File: config.mk
export PLATFORM = sky130hd
export DESIGN_NAME = vpw_pulse_width_frame_receiver
export DESIGN_NICKNAME = d
export VERILOG_FILES = /design/src/rtl/vpw_pkg.sv /design/src/rtl/vpw_front.sv /design/src/rtl/vpw_event_queue.sv /design/src/rtl/vpw_back.sv /design/src/rtl/vpw_pulse_width_frame_receiver.sv
export SDC_FILE = /design/constraint.sdc
export NUM_CORES = 1
export LEC_CHECK = 0
export BUFFER_PORTS_ARGS = -buffer_cell sky130_fd_sc_hd__buf_2
export CAP_MARGIN = 20
export CORE_UTILIZATION = 41
export DETAILED_ROUTE_END_ITERATION = 8
export GPL_TIMING_DRIVEN = 0
export RECOVER_POWER = 25
export SLEW_MARGIN = 10
export SYNTH_ARGS = -nofsm -noshare
export SYNTH_HDL_FRONTEND = slang
export SYNTH_HIERARCHICAL = 1
export SYNTH_SLANG_ARGS = --single-unit
File: constraint.sdc
create_clock -name clock -period 9.7 [get_ports clock]
set_input_delay 2.425 -clock clock [delete_from_list [all_inputs] [get_ports clock]]
set_output_delay 2.425 -clock clock [all_outputs]
set_load 0.01 [all_outputs]
File: src/rtl/vpw_pkg.sv
// Shared constants, types and register indexes for the pulse-width frame receiver.
package vpw_pkg;

   // Frame buffer geometry
   localparam int FRAME_BYTES   = 12;
   localparam int BITS_PER_BYTE = 8;
   localparam int BUF_IDX_W     = (FRAME_BYTES > 1) ? $clog2(FRAME_BYTES) : 1;
   localparam int POS_W         = $clog2(FRAME_BYTES + 1);
   localparam int BIT_CNT_W     = $clog2(BITS_PER_BYTE);
   localparam int BYTE_INDEX_W  = 4;

   // Event queue geometry
   localparam int QUEUE_DEPTH = 4;
   localparam int QUEUE_IDX_W = $clog2(QUEUE_DEPTH);
   localparam int QUEUE_CNT_W = $clog2(QUEUE_DEPTH + 1);

   // Configuration register indexes
   localparam int CSR_INDEX_W = 8;
   localparam logic [CSR_INDEX_W-1:0] CSR_SOF_MIN   = 8'd0;
   localparam logic [CSR_INDEX_W-1:0] CSR_SOF_MAX   = 8'd1;
   localparam logic [CSR_INDEX_W-1:0] CSR_SHORT_MIN = 8'd2;
   localparam logic [CSR_INDEX_W-1:0] CSR_SHORT_MAX = 8'd3;
   localparam logic [CSR_INDEX_W-1:0] CSR_LONG_MIN  = 8'd4;
   localparam logic [CSR_INDEX_W-1:0] CSR_LONG_MAX  = 8'd5;
   localparam logic [CSR_INDEX_W-1:0] CSR_EOF_MIN   = 8'd6;
   localparam logic [CSR_INDEX_W-1:0] CSR_TIMER_WRAP = 8'd7;

   // Timing windows and timer wrap value
   typedef struct packed {
      logic [15:0] sof_min_us;
      logic [15:0] sof_max_us;
      logic [15:0] short_min_us;
      logic [15:0] short_max_us;
      logic [15:0] long_min_us;
      logic [15:0] long_max_us;
      logic [15:0] eof_min_us;
      logic [31:0] timer_wrap_us;
   } cfg_type;

   // Classified line events passed from the front to the back
   typedef enum logic [1:0] {
      EV_SOF,
      EV_BIT,
      EV_EOF,
      EV_RESYNC
   } ev_kind_type;

   typedef struct packed {
      ev_kind_type kind;
      logic        one;
   } event_type;

   typedef enum logic [1:0] {
      FRONT_IDLE,
      FRONT_DIFF,
      FRONT_WRAP,
      FRONT_CLASS
   } front_state_type;

   typedef enum logic {
      BACK_IDLE,
      BACK_DRAIN
   } back_state_type;

endpackage

File: src/rtl/vpw_front.sv
// Front end: measures pulse widths, tracks frame state and classifies each edge.
module vpw_front (
   input  logic                clock,
   input  logic                reset,
   input  vpw_pkg::cfg_type    cfg,
   input  logic                req_valid,
   output logic                req_ready,
   input  logic                req_cmd,
   input  logic [31:0]         req_edge_time_us,
   input  logic                req_level_before,
   output logic                ev_valid,
   input  logic                ev_ready,
   output vpw_pkg::event_type  ev_data
);
   import vpw_pkg::*;

   front_state_type state_ff, state_in;
   logic        active_ff, active_in;
   logic [31:0] prev_ff, prev_in;
   logic        cmd_ff, cmd_in;
   logic        high_ff, high_in;
   logic [31:0] now_ff, now_in;
   logic [31:0] diff_ff, diff_in;
   logic        wrapped_ff, wrapped_in;
   logic [31:0] width_ff, width_in;

   logic in_sof, in_short, in_long, past_eof;

   // Window compares on the registered width
   always_comb begin
      in_sof   = (width_ff >= {16'd0, cfg.sof_min_us})   && (width_ff <= {16'd0, cfg.sof_max_us});
      in_short = (width_ff >= {16'd0, cfg.short_min_us}) &&
                 (width_ff <= {16'd0, cfg.short_max_us});
      in_long  = (width_ff >= {16'd0, cfg.long_min_us})  && (width_ff <= {16'd0, cfg.long_max_us});
      past_eof = width_ff > {16'd0, cfg.eof_min_us};
   end

   // Next state, datapath and event output
   always_comb begin
      state_in   = state_ff;
      active_in  = active_ff;
      prev_in    = prev_ff;
      cmd_in     = cmd_ff;
      high_in    = high_ff;
      now_in     = now_ff;
      diff_in    = diff_ff;
      wrapped_in = wrapped_ff;
      width_in   = width_ff;
      req_ready  = 1'b0;
      ev_valid   = 1'b0;
      ev_data    = '{kind: EV_BIT, one: 1'b0};
      case (state_ff)
         FRONT_IDLE: begin
            req_ready = 1'b1;
            if (req_valid) begin
               cmd_in   = req_cmd;
               now_in   = req_edge_time_us;
               high_in  = req_level_before;
               state_in = FRONT_DIFF;
            end
         end
         FRONT_DIFF: begin
            diff_in    = now_ff - prev_ff;
            wrapped_in = now_ff < prev_ff;
            prev_in    = now_ff;
            state_in   = FRONT_WRAP;
         end
         FRONT_WRAP: begin
            width_in = wrapped_ff ? (diff_ff + cfg.timer_wrap_us) : diff_ff;
            state_in = FRONT_CLASS;
         end
         FRONT_CLASS: begin
            if (cmd_ff) begin
               ev_valid = 1'b1;
               ev_data  = '{kind: EV_RESYNC, one: 1'b0};
               if (ev_ready) begin
                  active_in = 1'b0;
                  state_in  = FRONT_IDLE;
               end
            end else if (!active_ff) begin
               // Open a frame on a low pulse in the start window, drop anything else
               if (!high_ff && in_sof) begin
                  ev_valid = 1'b1;
                  ev_data  = '{kind: EV_SOF, one: 1'b0};
                  if (ev_ready) begin
                     active_in = 1'b1;
                     state_in  = FRONT_IDLE;
                  end
               end else begin
                  state_in = FRONT_IDLE;
               end
            end else if (high_ff && past_eof) begin
               ev_valid = 1'b1;
               ev_data  = '{kind: EV_EOF, one: 1'b0};
               if (ev_ready) begin
                  active_in = 1'b0;
                  state_in  = FRONT_IDLE;
               end
            end else begin
               ev_valid = 1'b1;
               ev_data  = '{kind: EV_BIT, one: high_ff ? in_long : in_short};
               if (ev_ready) begin
                  state_in = FRONT_IDLE;
               end
            end
         end
         default: begin
            state_in = FRONT_IDLE;
         end
      endcase
   end

   // Control registers
   always_ff @(posedge clock) begin
      if (reset) begin
         state_ff  <= FRONT_IDLE;
         active_ff <= 1'b0;
         prev_ff   <= '0;
      end else begin
         state_ff  <= state_in;
         active_ff <= active_in;
         prev_ff   <= prev_in;
      end
   end

   // Payload registers
   always_ff @(posedge clock) begin
      cmd_ff     <= cmd_in;
      high_ff    <= high_in;
      now_ff     <= now_in;
      diff_ff    <= diff_in;
      wrapped_ff <= wrapped_in;
      width_ff   <= width_in;
   end

   assert property (@(posedge clock) disable iff (reset)
      (ev_valid && ev_data.kind == EV_BIT) |-> active_ff)
      else $error("bit event raised outside a frame");

endmodule

File: src/rtl/vpw_event_queue.sv
// Short queue of classified events between the front and back ends.
module vpw_event_queue (
   input  logic                clock,
   input  logic                reset,
   input  logic                push_valid,
   output logic                push_ready,
   input  vpw_pkg::event_type  push_data,
   output logic                pop_valid,
   input  logic                pop_ready,
   output vpw_pkg::event_type  pop_data
);
   import vpw_pkg::*;

   event_type               entries_ff [QUEUE_DEPTH];
   logic [QUEUE_IDX_W-1:0]  wr_ptr_ff, wr_ptr_in;
   logic [QUEUE_IDX_W-1:0]  rd_ptr_ff, rd_ptr_in;
   logic [QUEUE_CNT_W-1:0]  count_ff, count_in;
   logic                    do_push, do_pop;

   // Pointer and occupancy update
   always_comb begin
      push_ready = count_ff != QUEUE_CNT_W'(QUEUE_DEPTH);
      pop_valid  = count_ff != '0;
      pop_data   = entries_ff[rd_ptr_ff];
      do_push    = push_valid && push_ready;
      do_pop     = pop_valid && pop_ready;
      wr_ptr_in  = do_push ? wr_ptr_ff + 1'b1 : wr_ptr_ff;
      rd_ptr_in  = do_pop ? rd_ptr_ff + 1'b1 : rd_ptr_ff;
      count_in   = count_ff;
      if (do_push && !do_pop) begin
         count_in = count_ff + 1'b1;
      end else if (do_pop && !do_push) begin
         count_in = count_ff - 1'b1;
      end
   end

   always_ff @(posedge clock) begin
      if (reset) begin
         wr_ptr_ff <= '0;
         rd_ptr_ff <= '0;
         count_ff  <= '0;
      end else begin
         wr_ptr_ff <= wr_ptr_in;
         rd_ptr_ff <= rd_ptr_in;
         count_ff  <= count_in;
      end
   end

   // Store the pushed event
   always_ff @(posedge clock) begin
      if (do_push) begin
         entries_ff[wr_ptr_ff] <= push_data;
      end
   end

   assert property (@(posedge clock) disable iff (reset)
      count_ff <= QUEUE_CNT_W'(QUEUE_DEPTH))
      else $error("event queue occupancy beyond depth");

endmodule

File: src/rtl/vpw_back.sv
// Back end: packs bits into the frame buffer and drains it at end of frame.
module vpw_back (
   input  logic                clock,
   input  logic                reset,
   input  logic                ev_valid,
   output logic                ev_ready,
   input  vpw_pkg::event_type  ev_data,
   output logic                rsp_valid,
   input  logic                rsp_ready,
   output logic [7:0]          rsp_frame_byte,
   output logic [vpw_pkg::BYTE_INDEX_W-1:0] rsp_byte_index,
   output logic                rsp_last_byte
);
   import vpw_pkg::*;

   back_state_type          state_ff, state_in;
   logic [7:0]              cur_ff, cur_in;
   logic                    live_ff, live_in;
   logic [POS_W-1:0]        pos_ff, pos_in;
   logic [BIT_CNT_W-1:0]    bit_cnt_ff, bit_cnt_in;
   logic [BUF_IDX_W-1:0]    drain_idx_ff, drain_idx_in;
   logic [7:0]              buf_ff [FRAME_BYTES];
   logic [FRAME_BYTES-1:0]  buf_valid_ff;
   logic                    rsp_valid_ff, rsp_valid_in;
   logic [7:0]              rsp_byte_ff;
   logic [BYTE_INDEX_W-1:0] rsp_index_ff, rsp_index_in;
   logic                    rsp_last_ff, rsp_last_in;

   logic                    wr_en;
   logic [BUF_IDX_W-1:0]    wr_idx;
   logic [7:0]              wr_data;
   logic                    clr_en;
   logic [7:0]              shifted;
   logic [POS_W-1:0]        pos_next;
   logic                    load_rsp;
   logic                    drain_last;

   assign rsp_valid      = rsp_valid_ff;
   assign rsp_frame_byte = rsp_byte_ff;
   assign rsp_byte_index = rsp_index_ff;
   assign rsp_last_byte  = rsp_last_ff;

   // Event handling and drain sequencing
   always_comb begin
      state_in     = state_ff;
      cur_in       = cur_ff;
      live_in      = live_ff;
      pos_in       = pos_ff;
      bit_cnt_in   = bit_cnt_ff;
      drain_idx_in = drain_idx_ff;
      ev_ready     = 1'b0;
      wr_en        = 1'b0;
      wr_idx       = pos_ff[BUF_IDX_W-1:0];
      wr_data      = cur_ff;
      clr_en       = 1'b0;
      load_rsp     = 1'b0;
      shifted      = {cur_ff[6:0], ev_data.one};
      pos_next     = pos_ff + 1'b1;
      drain_last   = drain_idx_ff == BUF_IDX_W'(FRAME_BYTES - 1);
      case (state_ff)
         BACK_IDLE: begin
            ev_ready = 1'b1;
            if (ev_valid) begin
               case (ev_data.kind)
                  EV_SOF: begin
                     cur_in     = '0;
                     live_in    = 1'b1;
                     pos_in     = '0;
                     bit_cnt_in = '0;
                  end
                  EV_RESYNC: begin
                     // Commit the partial byte so the buffer matches what was shifted in
                     wr_en      = live_ff;
                     live_in    = 1'b0;
                     pos_in     = '0;
                     bit_cnt_in = '0;
                  end
                  EV_BIT: begin
                     bit_cnt_in = bit_cnt_ff + 1'b1;
                     if (live_ff) begin
                        if (bit_cnt_in == '0) begin
                           wr_en   = 1'b1;
                           wr_data = shifted;
                           pos_in  = pos_next;
                           cur_in  = '0;
                           live_in = pos_next < POS_W'(FRAME_BYTES);
                        end else begin
                           cur_in = shifted;
                        end
                     end
                  end
                  EV_EOF: begin
                     // Append a zero bit to the open byte, then drain the whole buffer
                     wr_en        = live_ff;
                     wr_data      = {cur_ff[6:0], 1'b0};
                     live_in      = 1'b0;
                     bit_cnt_in   = bit_cnt_ff + 1'b1;
                     drain_idx_in = '0;
                     state_in     = BACK_DRAIN;
                  end
                  default: begin
                  end
               endcase
            end
         end
         BACK_DRAIN: begin
            if (!rsp_valid_ff || rsp_ready) begin
               load_rsp = 1'b1;
               clr_en   = 1'b1;
               if (drain_last) begin
                  state_in = BACK_IDLE;
               end else begin
                  drain_idx_in = drain_idx_ff + 1'b1;
               end
            end
         end
         default: begin
            state_in = BACK_IDLE;
         end
      endcase
   end

   // Output register: load a drained byte, release it when taken
   always_comb begin
      rsp_valid_in = rsp_valid_ff;
      rsp_index_in = rsp_index_ff;
      rsp_last_in  = rsp_last_ff;
      if (load_rsp) begin
         rsp_valid_in = 1'b1;
         rsp_index_in = BYTE_INDEX_W'(drain_idx_ff);
         rsp_last_in  = drain_last;
      end else if (rsp_ready) begin
         rsp_valid_in = 1'b0;
      end
   end

   // Control registers
   always_ff @(posedge clock) begin
      if (reset) begin
         state_ff     <= BACK_IDLE;
         live_ff      <= 1'b0;
         pos_ff       <= '0;
         bit_cnt_ff   <= '0;
         rsp_valid_ff <= 1'b0;
         buf_valid_ff <= '0;
      end else begin
         state_ff     <= state_in;
         live_ff      <= live_in;
         pos_ff       <= pos_in;
         bit_cnt_ff   <= bit_cnt_in;
         rsp_valid_ff <= rsp_valid_in;
         if (wr_en) begin
            buf_valid_ff[wr_idx] <= 1'b1;
         end
         if (clr_en) begin
            buf_valid_ff[drain_idx_ff] <= 1'b0;
         end
      end
   end

   // Payload registers and buffer storage
   always_ff @(posedge clock) begin
      cur_ff       <= cur_in;
      drain_idx_ff <= drain_idx_in;
      rsp_index_ff <= rsp_index_in;
      rsp_last_ff  <= rsp_last_in;
      if (wr_en) begin
         buf_ff[wr_idx] <= wr_data;
      end
      // Read the drained byte, zero where the entry has not been written since reset or its last drain
      if (load_rsp) begin
         rsp_byte_ff <= buf_valid_ff[drain_idx_ff] ? buf_ff[drain_idx_ff] : 8'd0;
      end
   end

   assert property (@(posedge clock) disable iff (reset)
      (rsp_valid_ff && rsp_last_ff) |-> (rsp_index_ff == BYTE_INDEX_W'(FRAME_BYTES - 1)))
      else $error("last byte flagged away from the end of the buffer");

   assert property (@(posedge clock) disable iff (reset)
      live_ff |-> (pos_ff < POS_W'(FRAME_BYTES)))
      else $error("open byte beyond the frame buffer");

   assert property (@(posedge clock) disable iff (reset)
      (state_ff == BACK_DRAIN) |-> !live_ff)
      else $error("open byte held while draining");

endmodule

File: src/rtl/vpw_pulse_width_frame_receiver.sv
// Top level: configuration registers and the front, queue and back ends of the receiver.
//
//   channel | ports                               | direction
//   --------+-------------------------------------+----------
//   request | req_valid/ready, cmd, time, level   | in
//   result  | rsp_valid/ready, byte, index, last  | out
//   csr     | csr_valid/ready, csr_index, wdata   | in
//
// Each request passes through four front-end steps (accept, difference, wrap
// correction, classify), and a new request is taken only once it is classified.
// An end of frame drains FRAME_BYTES results from the buffer, one a cycle while
// rsp_ready takes them; the event queue lets further requests be classified meanwhile.
// Reset (synchronous) restores the default windows and clears the buffer;
// a stalled result holds in its output register and backs up the queue.
module vpw_pulse_width_frame_receiver (
   input  logic        clock,
   input  logic        reset,
   input  logic        req_valid,
   output logic        req_ready,
   input  logic        req_cmd,
   input  logic [31:0] req_edge_time_us,
   input  logic        req_level_before,
   output logic        rsp_valid,
   input  logic        rsp_ready,
   output logic [7:0]  rsp_frame_byte,
   output logic [vpw_pkg::BYTE_INDEX_W-1:0] rsp_byte_index,
   output logic        rsp_last_byte,
   input  logic        csr_valid,
   output logic        csr_ready,
   input  logic [vpw_pkg::CSR_INDEX_W-1:0] csr_index,
   input  logic [31:0] csr_wdata
);
   import vpw_pkg::*;

   cfg_type   cfg_ff, cfg_in;
   logic      fe_valid, fe_ready;
   event_type fe_data;
   logic      be_valid, be_ready;
   event_type be_data;

   assign csr_ready = 1'b1;

   // Decode register writes
   always_comb begin
      cfg_in = cfg_ff;
      if (csr_valid) begin
         case (csr_index)
            CSR_SOF_MIN:    cfg_in.sof_min_us    = csr_wdata[15:0];
            CSR_SOF_MAX:    cfg_in.sof_max_us    = csr_wdata[15:0];
            CSR_SHORT_MIN:  cfg_in.short_min_us  = csr_wdata[15:0];
            CSR_SHORT_MAX:  cfg_in.short_max_us  = csr_wdata[15:0];
            CSR_LONG_MIN:   cfg_in.long_min_us   = csr_wdata[15:0];
            CSR_LONG_MAX:   cfg_in.long_max_us   = csr_wdata[15:0];
            CSR_EOF_MIN:    cfg_in.eof_min_us    = csr_wdata[15:0];
            CSR_TIMER_WRAP: cfg_in.timer_wrap_us = csr_wdata;
            default: begin
            end
         endcase
      end
   end

   always_ff @(posedge clock) begin
      if (reset) begin
         cfg_ff.sof_min_us    <= 16'd163;
         cfg_ff.sof_max_us    <= 16'd239;
         cfg_ff.short_min_us  <= 16'd34;
         cfg_ff.short_max_us  <= 16'd96;
         cfg_ff.long_min_us   <= 16'd97;
         cfg_ff.long_max_us   <= 16'd163;
         cfg_ff.eof_min_us    <= 16'd239;
         cfg_ff.timer_wrap_us <= 32'hFFFF_FFFF;
      end else begin
         cfg_ff <= cfg_in;
      end
   end

   vpw_front u_front (
      .clock            (clock),
      .reset            (reset),
      .cfg              (cfg_ff),
      .req_valid        (req_valid),
      .req_ready        (req_ready),
      .req_cmd          (req_cmd),
      .req_edge_time_us (req_edge_time_us),
      .req_level_before (req_level_before),
      .ev_valid         (fe_valid),
      .ev_ready         (fe_ready),
      .ev_data          (fe_data)
   );

   vpw_event_queue u_queue (
      .clock      (clock),
      .reset      (reset),
      .push_valid (fe_valid),
      .push_ready (fe_ready),
      .push_data  (fe_data),
      .pop_valid  (be_valid),
      .pop_ready  (be_ready),
      .pop_data   (be_data)
   );

   vpw_back u_back (
      .clock          (clock),
      .reset          (reset),
      .ev_valid       (be_valid),
      .ev_ready       (be_ready),
      .ev_data        (be_data),
      .rsp_valid      (rsp_valid),
      .rsp_ready      (rsp_ready),
      .rsp_frame_byte (rsp_frame_byte),
      .rsp_byte_index (rsp_byte_index),
      .rsp_last_byte  (rsp_last_byte)
   );

endmodule

=== After elaboration in Yosys (flattened, before gate mapping) ===
Memory sizes are Yosys's and may differ from the RTL's. A register that Yosys moved wholly into a read port is not among the register bits.
Cells that the tools add are included.

* Bits in registers: 324
* Input port bits: 79
* Logic and storage cells: 201
* Memories: 2
* Bits in writable memories: 108

* Add/sub/neg operators: 9
* Muxes and demuxes: 77
* Equality and inequality tests: 23
* Order comparisons: 13
* Reduce and logical (&&, ||, !) cells: 43
* Bitwise gates (word level): 4

{| class="wikitable"
|+ Memories
! memory !! depth !! bits a word !! read ports !! clocked after Yosys merged registers in !! wr ports !! RTL line !! source
|-
| u_back.buf_ff || 12 || 8 || 1 || 1 || 1 || vpw_back.sv:22 || <nowiki>logic [7:0] buf_ff [FRAME_BYTES];</nowiki>
|-
| u_queue.entries_ff || 4 || 3 || 1 || 1 || 1 || vpw_event_queue.sv:14 || <nowiki>event_type entries_ff [QUEUE_DEPTH];</nowiki>
|}

{| class="wikitable"
|+ Operators with widths
! cell !! number
|-
| $ge A32 B16 Y1 || 3
|-
| $le A32 B16 Y1 || 3
|-
| $mux W8 || 6
|-
| $mux W12 || 3
|-
| $mux W1 || 35
|-
| $add A32 B32 Y32 || 1
|-
| $eq A8 B3 Y1 const B || 4
|-
| $gt A32 B16 Y1 || 1
|-
| $lt A32 B32 Y1 || 1
|-
| $mux W32 || 1
|-
| $pmux W8 S2 || 2
|-
| $sub A32 B32 Y32 || 1
|-
| $mux W4 || 6
|-
| $reduce_and A2 Y1 || 11
|-
| $mux W3 || 6
|-
| $eq A8 B2 Y1 const B || 2
|-
| $mux W2 || 8
|-
| $pmux W4 S2 || 2
|-
| $and A12 B12 Y12 || 1
|-
| $ne A2 B2 Y1 const B || 6
|-
| $not A12 Y12 || 1
|-
| $or A12 B12 Y12 || 1
|-
| $logic_and A1 B1 Y1 || 11
|-
| $lt A4 B5 Y1 const B || 2
|-
| 29 further kinds || 51
|}

=== Logic depth before layout (Yosys ltp) ===
Gate-level depths: netlist of the first run.

* Word-level depth: 12
* Mapped depth: 18
* Mapped depth without buffers: 18

=== By module ===
The synthesis of the first run kept the hierarchy.

{| class="wikitable"
|+ By module, submodules not included
! module !! cells an instance !! seq. area each (um2) !! area an instance (um2) !! instances
|-
| vpw_front || 1187 || 3673.5 || 10789.1 || 1
|-
| vpw_back || 353 || 4073.9 || 5964.5 || 1
|-
| vpw_pulse_width_frame_receiver || 533 || 2882.8 || 5704.2 || 1
|-
| vpw_event_queue || 63 || 540.5 || 909.6 || 1
|}

=== Worst setup path before layout of the first run ===
Ideal clock, no wire load.

* Kind: input -> register
* From: input req_valid
* To: register u_front.cmd_ff, enable pin
* Stages: 1
* Arrival time: 3.263 ns
* Setup slack: 6.043 ns
* Setup time: 0.394 ns
* Cell sequence: and2_1

* Word-level cells in the longest chain between the ends: 1

{| class="wikitable"
|+ Ends and longest elaborated chain
! what !! RTL line !! source
|-
| start: declaration || vpw_pulse_width_frame_receiver.sv:18 || <nowiki>input logic req_valid,</nowiki>
|-
| $reduce_and A2 Y1 (no source line) || n/a ||
|-
| end signal: assignment || vpw_front.sv:128 || <nowiki>cmd_ff <= cmd_in;</nowiki>
|-
| end: declaration || vpw_front.sv:20 || <nowiki>logic cmd_ff, cmd_in;</nowiki>
|}

Every way passes these cells.
A chain may end at the register's enable or synchronous reset.

=== Worst setup path after layout of the first run ===
* From: register u_front.width_ff[1]
* To: register u_queue.count_ff[2]

* Word-level cells in the longest chain between the ends: 11
* Elaborated cells between the ends (all ways): 14

{| class="wikitable"
|+ Ends and longest elaborated chain
! what !! RTL line !! source
|-
| start: declaration || vpw_front.sv:25 || <nowiki>logic [31:0] width_ff, width_in;</nowiki>
|-
| start signal: assignment || vpw_front.sv:133 || <nowiki>width_ff <= width_in;</nowiki>
|-
| $ge A32 B16 Y1 / $le A32 B16 Y1 (equally long branches) || vpw_front.sv:31 || <nowiki>in_sof = (width_ff >= {16'd0, cfg.sof_min_us}) && (width_ff <= {16'd0, cfg.sof_max_us});</nowiki>
|-
| $logic_and A1 B1 Y1 (*) || vpw_front.sv:31 ||
|-
| $logic_and A1 B1 Y1 (*) || vpw_front.sv:82 || <nowiki>if (!high_ff && in_sof) begin</nowiki>
|-
| $mux W1 (*) || vpw_front.sv:82 ||
|-
| $mux W1 (*) || vpw_front.sv:80 || <nowiki>end else if (!active_ff) begin</nowiki>
|-
| $mux W1 (*) || vpw_front.sv:73 || <nowiki>if (cmd_ff) begin</nowiki>
|-
| $mux W1 (*) || vpw_front.sv:52 || <nowiki>case (state_ff)</nowiki>
|-
| named net fe_valid || vpw_pulse_width_frame_receiver.sv:36 || <nowiki>logic fe_valid, fe_ready;</nowiki>
|-
| $logic_and A1 B1 Y1 (*) || vpw_event_queue.sv:25 || <nowiki>do_push = push_valid && push_ready;</nowiki>
|-
| named net u_queue.do_push || vpw_event_queue.sv:18 || <nowiki>logic do_push, do_pop;</nowiki>
|-
| $logic_not A1 Y1 || vpw_event_queue.sv:32 || <nowiki>end else if (do_pop && !do_push) begin</nowiki>
|-
| $logic_and A1 B1 Y1 || vpw_event_queue.sv:32 ||
|-
| $reduce_bool A2 Y1 (no source line) || n/a ||
|-
| end signal: assignment || vpw_event_queue.sv:45 || <nowiki>count_ff <= count_in;</nowiki>
|-
| end: declaration || vpw_event_queue.sv:17 || <nowiki>logic [QUEUE_CNT_W-1:0] count_ff, count_in;</nowiki>
|}

The timed path passes the listed nets; every way through them passes the cells marked *.

==> results of run 1 <==
[path summary, 6_finish.rpt]
check | start | endpoint | slack [ns] | cells after the start
max | u_front/width_ff[1] | u_queue/count_ff[2] | 5.59 | 17
min | u_front/prev_ff[15] | u_front/prev_ff[15] | 0.45 | 2
max reg2reg | u_front/width_ff[1] | u_queue/count_ff[2] | 5.59 | 17
min reg2reg | u_front/prev_ff[15] | u_front/prev_ff[15] | 0.45 | 2
[power groups by stage]
stage | Combinational [W] | Clock, W | Sequential (W)
after floorplan | 0.000814 | 0 | 0.00229
after global placement | 0.00107 | 0 | 0.00232
after detailed placement | 0.00111 | 0 | 0.00232
after CTS | 0.00111 | 0.00202 | 0.00228
after global routing | 0.00122 | 0.00208 | 0.00229
final | 0.00110 | 0.00196 | 0.00228
[flip-flops by register name, summed over array words and instances, names as in the netlist, 2 cells and up, named ones only]
| name | count |
|---|---|
| cfg_ff | 144 |
| u_back/bit_cnt_ff | 3 |
| u_back/buf_ff | 96 |
| u_back/buf_valid_ff | 12 |
| u_back/cur_ff | 8 |
| u_back/drain_idx_ff | 4 |
| u_back/pos_ff | 4 |
| u_back/rsp_byte_index | 4 |
| u_back/rsp_frame_byte | 8 |
| u_front/diff_ff | 32 |
| u_front/now_ff | 32 |
| u_front/prev_ff | 32 |
| u_front/state_ff | 2 |
| u_front/width_ff | 32 |
| u_queue/count_ff | 3 |
| u_queue/entries_ff | 12 |
| u_queue/rd_ptr_ff | 2 |
| u_queue/wr_ptr_ff | 2 |
[cell type report]
cell class,count,area share
multi-input combinational,1445,0.4210
inverter,179,0.02535
timing repair buffer,96,0.01818
sequential,442,0.4215
tap,756,0.03569
buffer,70,0.01331
clock buffer,62,0.05038
clock inverter,27,0.01459
[cells in the mapped netlist (9+ instances only)]
cell	instances
a211oi_1	25
a21o_1	43
a21oi_1	144
a22o_1	9
a22oi_1	11
and2_1	26
buf_2	11
buf_4	9
clkbuf_1	40
dfxtp_1	210
edfxtp_1	232
ha_1	196
inv_1	178
mux2_2	21
mux2i_1	151
mux4_2	30
nand2_1	133
nand2b_1	115
nand3_1	15
nand3b_1	11
nand4_1	19
nor2_1	170
nor2b_1	22
nor3_1	11
o211ai_1	9
o21a_1	14
o21ai_0	56
o21bai_1	9
o31ai_1	10
xnor2_1	43
xor2_1	18
[logic make-up (layout without fill, tap and decap cells)]
family / Yosys count / count (layout) / synth area share
compound gates: 401 / 401 / 0.1121
xor+xnor: 61 / 61 / 0.02286
fa+ha+maj: 199 / 199 / 0.1075
buf+inv: 249 / 434 / 0.04444
flops: 442 / 442 / 0.4780
mux: 203 / 203 / 0.1042
other cells: 1 / 1 / 0.0001605
simple gates: 580 / 580 / 0.1307
[routing by layer]
layer,vias to the layer above,track usage
li1,7942,-
met1,7546,0.2389
met2,337,0.3242
met3,110,0.02802
met4,0,0.07921
met5,-,0
[layout by cell type (no fill, tap or decap), types with 9 or more instances in the layout]
cell and count:
a21oi_1 144, nand3b_1 11, edfxtp_1 232, nor3_1 11, o211ai_1 9, nand4_1 19, xor2_1 18, mux4_2 30
a21o_1 43, o21ai_0 58, a22oi_1 11, nor2b_1 22, inv_1 178, a211oi_1 25, and2_1 19, dfxtp_1 210
o21a_1 14, mux2i_1 151, buf_2 101, nand2b_1 115, nand3_1 15, clkbuf_1 55, a22o_1 9, o31ai_1 11
clkbuf_16 49, nand2_1 133, mux2_2 20, o21bai_1 9, ha_1 196, xnor2_1 43, nor2_1 170
[worst min-delay path, stage by stage (launching register included)]
cell	delay, ns
dfxtp_1	0.30
nand2_1	0.05
a21oi_1	0.05
[stage by stage]
step,hold WS (ns),total power (W)
floorplan,0.4244,0.003101
global placement,0.4321,0.003393
detailed placement,0.4439,0.003429
finish,0.4537,0.005343
global route,0.4725,0.005603
CTS,0.4547,0.005411
==> run metrics, run 1 <==
core area=~56000 sq um; multi-input logic area=11160 sq um; ANT cells=0; final hold vios=0; Highest Signal Layer=met4; synthesized cell area=23370 sq um; Main synth FF type=edfxtp_1; Total Routed Length=54060 microns; Tightest Pin Transition=1.969 ns; H-tree levels=2; Clock Skew=between 0.015 and 0.02 ns; Crit path arrival time=4.65 ns; number of DRC markers in iteration 0=791; Seq/Total Area, Yosys=0.4780; Final Max Tran Viols=40; layout net count=2561; CP bufs+invs=1; starting density of the core=0.4144; Worst Hold Class=reg2reg; post-CTS setup repair buffer count=0; DP Worst Slack=5.284 ns; CP Capture Type=register; num ports=between 90 and 100; cell family with most CP delay=compound AO/OA/AOI/OAI gates; clock network fraction of total power=0.367; global route overflow=0; # clock sinks=442; CP Class=reg2reg; Yosys top cell by area=edfxtp_1; crit path max fanout=7; FF+latch area=11170 sq um; slowest stage cell, crit path=edfxtp_1; TritonCTS buffer count=between 40 and 50; CTS resizes=0; M1 WL=24050 microns; drt pass-1 iters=5; post-synth cell types=95; post-placement cell count=between 2000 and 3000; Final min period=4.108 ns; post-route cell area=26500 sq um; vias in the first global route=16360; failing checks=max-capacitance violations, max-slew violations; Async SR Flop Fraction=0; die width=240.7 microns; combinational fraction of design power=0.206; Clk Latency, worst-skew pair=approximately 0.60 ns; RSZ-0062 raised after global routing=no; CTS root buf=clkbuf_16; antenna violations before repair=0; Setup Viol. Count Final=0; Internal Dissipation=0.003797 W; Warnings, synthesis=6; Seq pwr share=0.427; Row Count=87; first-pass GRT wire length=85910 microns; worst stage delay on the critical path=0.59 ns; WL per Instance=17.57 microns; Final Core Density=0.4700; FMAX=about 0.24 GHz; die area=between 50000 and 60000 sq um; Pwr Density=just over 200 nW/um^2; die height=between 200 and 250 microns; Post-Synthesis Cells=between 2000 and 2500; Residual DRC=0; share of the synthesized area in the top cell type=0.2981; routability cong.=0.9125; largest net degree at the start of global routing=40; Overall Global Routing Usage=0.1896; Placed Area=about 25000 sq um; switch share=0.2894; final antenna-violating net count=0; Max-slew headroom=-0.3124; CP Launch Type=register; Met3 Wirelength=around 2200 microns; average cell area after synthesis=between 10 and 15 sq um; number of synthesized flops with an enable pin=232; hold buffers post-CTS=0; most frequent CP cell=a21oi_1; metal2 WL=25620 microns; slack of the critical path=5.592 ns; leak pwr=10.44 nW; setup TNS=0 ns; fin cells=3077; status=complete, but fails checks; clock buffer depth=3; Detail Placement HPWL=40340 microns; CTS tree=yes; Syn Nets=2414; Peak supply drop=0.1481 mV; post-synthesis register bit count=approximately 440; synth top area cells=edfxtp_1 30%, dfxtp_1 18%, ha_1 10%, mux2i_1 6.5%, a21oi_1 3.1%; via count=around 16000; port bufs=93; share of cells above drive strength 1=0.1198; Reg clk slew, reported paths=0.06 ns; Area growth, synth to finish=13.41%; sw power=0.001547 W; number of fill cells=about 5200; part of the cycle the worst path needs=0.4236; max_cap viols=1; worst path required time=10.24 ns; worst-path cell chain=ha_1 -> nor2b_1 -> o21ai_0 -> nand2b_1 -> a21oi_1 -> o21ai_0 -> a21oi_1 -> a22o_1 -> a31oi_1 -> a21oi_1 -> a21boi_4 -> ha_1 -> inv_1 -> fa_1 -> xor2_1 -> or3_1 -> a21oi_1; Via density=about 5.2
(Power assumes the default switching activity.)
==> inputs of run 2 (changes only) <==
==> constraint.sdc (replaced) <==
create_clock -name clock -period 3.5 [get_ports clock]
set_input_delay 0.875 -clock clock [delete_from_list [all_inputs] [get_ports clock]]
set_output_delay 0.875 -clock clock [all_outputs]
set_load 0.01 [all_outputs]
==> run 2 against run 1 <==
Effect of this change: the flow finishes with violations (negative setup slack); largest cell class is now multi-input combinational cells; clock skew fell by 0.0023 ns; highest routed layer unchanged; worst hold slack got worse by 0.0059 ns; routed wire length rose by 0.69%; critical path depth fell by 1; clock power rose to 2.8 times the previous value.
==> run metrics, run 2 (synthesis results as in run 1) <==
status=complete, but fails checks; failing checks=negative setup slack; combinational fraction of design power=0.211; CP Class=reg2reg; drt pass-1 iters=5; worst stage delay on the critical path=a little under 0.6 ns; die height=240.7 microns; clock network fraction of total power=0.365; Total Routed Length=around 54000 microns; H-tree levels=2; Final min period=3.587 ns; TritonCTS buffer count=between 40 and 50; share of cells above drive strength 1=0.1395; final hold vios=0; hold buffers post-CTS=0; antenna violations before repair=0; port bufs=93; # clock sinks=between 400 and 500; clock buffer depth=3; layout net count=roughly 2600; Seq pwr share=0.424; post-route cell area=26800 sq um; Reg clk slew, reported paths=0.06 ns; HP Start=req_edge_time_us[30]; Largest Register=cfg_ff; FMAX=around 0.28 GHz; worst path required time=4.04 ns; CP Launch Type=register; Placed Area=24850 sq um; Clk Latency, worst-skew pair=0.60 ns; routability cong.=0.9125; number of DRC markers in iteration 0=~800; Via density=5.186; most frequent cells in the layout=232 x edfxtp_1, 210 x dfxtp_1, 193 x ha_1; FF+latch area=11170 sq um; r2r setup slk=-0.09 ns; Setup Viol. Count Final=1; Row Count=87; Tightest Pin Transition=0.8646 ns; slowest stage cell, crit path=edfxtp_1; met1 Use GR=0.2394; WHS Endpoint=u_front/now_ff[30]; post-placement cell count=2988; part of the cycle the worst path needs=1.025; largest net degree at the start of global routing=40; number of fill cells=~5200; crit path max fanout=7; r2r startpoint=u_front/width_ff[4]; Area growth, synth to finish=14.69%; final antenna-violating net count=0; met2 Use GR=0.3242; Worst Hold Class=in2reg; die area=57950 sq um; ANT cells=0; Pwr Density=roughly 560 nW/um^2; commonest non-fill, non-tap cell in the layout=edfxtp_1; Final Max Tran Viols=0; max_cap viols=0; starting density of the core=0.4144; Residual DRC=0; M3 GR Usage=0.02802; WL per Instance=17.60 microns; CTS root buf=clkbuf_16; final hold slack=0.4478 ns; reg2reg end=u_queue/count_ff[2]; Detail Placement HPWL=between 40000 and 50000 microns; Overall Global Routing Usage=0.1903; Clock Skew=0.01319 ns; core area=56390 sq um; fin cells=3093; via count=16040; GR peak layer=met2; cell family with most CP delay=compound AO/OA/AOI/OAI gates; multi-input logic area=11270 sq um; die width=240.7 microns; global route overflow=0; vias in the first global route=16440; leak pwr=10.58 nW; Max-slew headroom=0.4214; Peak supply drop=approximately 0.41 mV; Internal Dissipation=around 0.011 W; slack of the critical path=-0.08653 ns; Critical Path Stages=16; Largest register FFs=144; RSZ-0062 raised after global routing=yes; num ports=95; sw power=between 0.004 and 0.005 W; reg2reg path depth=16; WHS Path Cells=1; first-pass GRT wire length=86220 microns; switch share=0.2895; CP bufs+invs=1; CTS tree=yes; CP Capture Type=register; Crit path arrival time=approximately 4.1 ns; setup TNS=-0.08653 ns; worst-path cell chain=ha_2 -> a21o_1 -> a21o_1 -> a21oi_1 -> o21ai_2 -> a21oi_1 -> a22o_1 -> a31oi_4 -> a21oi_2 -> a21boi_4 -> ha_2 -> inv_2 -> fa_2 -> xor2_1 -> or3_1 -> a21oi_2; Top Registers=cfg_ff x144, u_back/buf_ff x96
run 2: cell types whose count changed in the layout (fill, tap and decap cells not counted), moves of 5 or more:
cell and change:
buf_4 +17, o21ai_0 -6, a21oi_1 -5, clkbuf_1 -8, and2_0 -6, and2_1 +6, a21oi_2 +5
run 2: cell type report:
| class | instances | share of cell area |
|---|---|---|
| Multi-Input combinational cell | 1445 | 0.4207 |
| Timing Repair Buffer | 112 | 0.02404 |
| Tap cell | 756 | 0.03529 |
| Clock buffer | 62 | 0.04981 |
| Buffer | 70 | 0.01373 |
| Clock inverter | 27 | 0.01443 |
| Inverter | 179 | 0.02521 |
| Sequential cell | 442 | 0.4168 |
run 2: routing by layer:
layer / up-vias / routed length (microns)
met3: 111 / 2280
met5: - / 0
met4: 0 / 2315
met2: 331 / 25750
met1: 7625 / 24090
li1: 7974 / -
run 2: power groups by stage:
stage / combinational [W] / clock [W] / sequential (W)
after floorplan: 0.00226 / 0 / 0.00634
after global placement: 0.00298 / 0 / 0.00642
after detailed placement: 0.00307 / 0 / 0.00643
after CTS: 0.00313 / 0.00559 / 0.00631
after global routing: 0.00349 / 0.00577 / 0.00634
final: 0.00314 / 0.00543 / 0.00631
run 2: worst register-to-register path, cell delays in order (launching register included):
cell      delay [ns]
edfxtp_1        0.59
ha_2            0.27
a21o_1          0.15
a21o_1          0.17
a21oi_1         0.17
o21ai_2         0.08
a21oi_1         0.13
a22o_1          0.22
a31oi_4         0.13
a21oi_2         0.16
a21boi_4        0.20
ha_2            0.21
inv_2           0.04
fa_2            0.32
xor2_1          0.16
or3_1           0.38
a21oi_2         0.13
run 2: how the worst max path moves through the flow:
| stage | to | slack [ns] | start |
|---|---|---|---|
| 4_1_cts | u_queue/count_ff[2] | -0.12 | u_front/width_ff[4] |
| 3_5_place_dp | u_queue/count_ff[2] | -0.61 | u_front/width_ff[1] |
| 3_3_place_gp | u_queue/entries_ff[2][0] | -0.84 | u_front/width_ff[1] |
| 5_1_grt | u_queue/count_ff[2] | -0.24 | u_front/width_ff[0] |
| 2_1_floorplan | u_queue/count_ff[2] | 0.15 | u_front/width_ff[9] |
| 6_report | u_queue/count_ff[2] | -0.09 | u_front/width_ff[4] |
run 2: per-stage QoR:
step | total power (W) | setup slack [ns] | util
floorplan | 0.008595 | 0.1479 | -
global placement | 0.009403 | -0.8438 | 0.4394
CTS | 0.01502 | -0.1198 | 0.4733
global route | 0.01561 | -0.2431 | 0.4753
detailed placement | 0.009504 | -0.6060 | 0.4407
finish | 0.01488 | -0.08653 | 0.4753
run 2: repair_timing:
| action | in CTS | in global routing |
|---|---|---|
| setup buffers | 11 | 5 |
| pin swaps | 3 | 14 |
| setup endpoints to repair | 4 | 13 |
| endpoints found under the hold margin | 0 | 0 |
| gates resized for setup | 13 | 19 |
==> inputs of run 3 (changes only) <==
--- a/config.mk
+++ b/config.mk
@@ -7,9 +7,9 @@
 export LEC_CHECK = 0
 export BUFFER_PORTS_ARGS = -buffer_cell sky130_fd_sc_hd__buf_2
 export CAP_MARGIN = 20
-export CORE_UTILIZATION = 41
+export CORE_UTILIZATION = 50
 export DETAILED_ROUTE_END_ITERATION = 8
-export GPL_TIMING_DRIVEN = 0
+export PLACE_DENSITY = 0.69
 export RECOVER_POWER = 25
 export SLEW_MARGIN = 10
 export SYNTH_ARGS = -nofsm -noshare
==> run 3 against run 2 <==
Effect of this change: the flow now finishes without violations; sequential power about the same; first-iteration DRC count down 7.6%; fmax up 5.9%.
==> run metrics, run 3 (synthesis results as in run 1) <==
part of the cycle the worst path needs=0.9679; core area=45770 sq um; H-tree levels=2; CP Class=reg2reg; M1 WL=approximately 23000 microns; Max-slew headroom=0.1580; Tightest Pin Transition=1.260 ns; critical path launch point=u_front/width_ff[9]; Final Max Tran Viols=0; FMAX=0.2952 GHz; metal2 WL=~24000 microns; commonest non-fill, non-tap cell in the layout=edfxtp_1; antenna violations before repair=0; HP Start=u_front/prev_ff[23]; Clock Skew=0.01788 ns; share of cells above drive strength 1=0.1280; Crit path arrival time=roughly 4 ns; die width=218.2 microns; Setup Viol. Count Final=0; slack of the critical path=approximately 0.11 ns; RSZ-0062 raised after global routing=yes; fin cells=2889; first-pass GRT wire length=81550 microns; layout net count=2529; starting density of the core=0.5105; drt pass-1 iters=5; leak pwr=approximately 10 nW; Detail Placement HPWL=36340 microns; largest net degree at the start of global routing=111; Worst Hold Class=reg2reg; final antenna-violating net count=0; global route overflow=0; Internal Dissipation=0.01015 W; Pwr Density=547.1 nW/um^2; Largest Register=cfg_ff; final hold vios=0; Total Routed Length=50250 microns; worst path required time=approximately 4 ns; via count=15930; Top Registers=cfg_ff x144, u_back/buf_ff x96; r2r startpoint=u_front/width_ff[9]; sw power=0.004125 W; Final Core Density=0.5700; Largest register FFs=about 140; most frequent cells in the layout=232 x edfxtp_1, 210 x dfxtp_1, 193 x ha_1; TritonCTS buffer count=47; post-placement cell count=2801; Area growth, synth to finish=11.64%; # clock sinks=442; die area=47600 sq um; Residual DRC=0; DP Worst Slack=0.0008513 ns; Overall Global Routing Usage=0.2137; total power draw=0.01427 W; number of fill cells=3777; Met3 Wirelength=1965 microns; Reg clk slew, reported paths=0.06 ns; CP Launch Type=register; clock network fraction of total power=0.344; number of DRC markers in iteration 0=around 740; max_cap viols=0; die height=218.2 microns; port bufs=93; CP Capture Type=register; CTS tree=yes; vias in the first global route=16060; Final min period=3.388 ns; Row Count=78; Via density=5.514; num ports=95; clock buffer depth=3; Peak supply drop=0.4036 mV; WL per Instance=17.39 microns; Clk Latency, worst-skew pair=between 0.5 and 0.6 ns; CTS root buf=clkbuf_16; routability cong.=0.9094; status=finished clean; Seq pwr share=0.443; ANT cells=0; switch share=0.2890; combinational fraction of design power=0.213; Highest Signal Layer=met4; crit path max fanout=6; hold buffers post-CTS=0
==> run 3: cell types whose count changed in the layout (fill, tap and decap cells not counted), moves of 3 or more <==
cell       previous run  this run
o21ai_1              10        13
a21oi_1             139       142
a21oi_2               5         2
nand3_1              15        18
clkbuf_1             47        20
buf_2               105        91
nand3_4               4         1
buf_4                25        38
clkinv_1              3         0
buf_6                 7         1
bufinv_16             7         1
==> run 3: repair_timing <==
| action | CTS | global route |
|---|---|---|
| gates resized for setup | 1 | 12 |
| pin swaps | 0 | 4 |
| setup buffers | 0 | 1 |
| setup endpoints to repair | 1 | 5 |
==> run 3: path summary, 6_finish.rpt <==
| path | slack (ns) | cells past startpoint | to |
|---|---|---|---|
| min | 0.45 | 2 | u_front/prev_ff[23] |
| max reg2reg | 0.11 | 14 | u_queue/count_ff[2] |
| max | 0.11 | 14 | u_queue/count_ff[2] |
| min reg2reg | 0.45 | 2 | u_front/prev_ff[23] |
==> run 3: layout make-up <==
type	instances	area, sq um	area share
Inverter	179	671.9	0.02576
Multi-Input combinational cell	1445	11150	0.4275
Clock inverter	15	141.4	0.005420
Clock buffer	72	1394	0.05343
Timing Repair Buffer	136	807.0	0.03094
Sequential cell	442	11170	0.4282
Tap cell	600	750.7	0.02878
==> run 3: critical path: stages, from the launching register on <==
cell,delay (ns)
edfxtp_1,0.43
buf_4,0.20
ha_1,0.30
nand4_1,0.10
or3_1,0.36
o21ai_1,0.20
a31oi_2,0.14
a21oi_1,0.16
a21boi_4,0.20
ha_2,0.19
inv_1,0.05
fa_1,0.37
xor2_1,0.15
or3_1,0.32
a21oi_2,0.14
==> run 3: power by group through the flow <==
| stage | Clock (W) | Sequential [W] | Combinational [W] |
|---|---|---|---|
| floorplan | 0 | 0.00634 | 0.00226 |
| detailed placement | 0 | 0.00643 | 0.00302 |
| global route | 0.00523 | 0.00636 | 0.00336 |
| global placement | 0 | 0.00642 | 0.00294 |
| CTS | 0.00504 | 0.00632 | 0.00303 |
| finish | 0.00492 | 0.00632 | 0.00303 |
==> run 3: per-stage QoR <==
step	TNS [ns]	instance area (sq um)	hold WS, ns
3_5_place_dp	0	24570	0.4467
6_report	0	26090	0.4512
5_1_grt	-0.06267	26090	0.4338
3_3_place_gp	0	24570	0.4411
4_1_cts	0	26110	0.4298
2_1_floorplan	0	23370	0.4244
==> run 3: layer usage <==
layer / GRT usage / vias to the layer above
li1: - / 7884
met4: 0.07949 / 0
met5: 0 / -
met3: 0.03354 / 104
met2: 0.3607 / 337
met1: 0.2758 / 7604
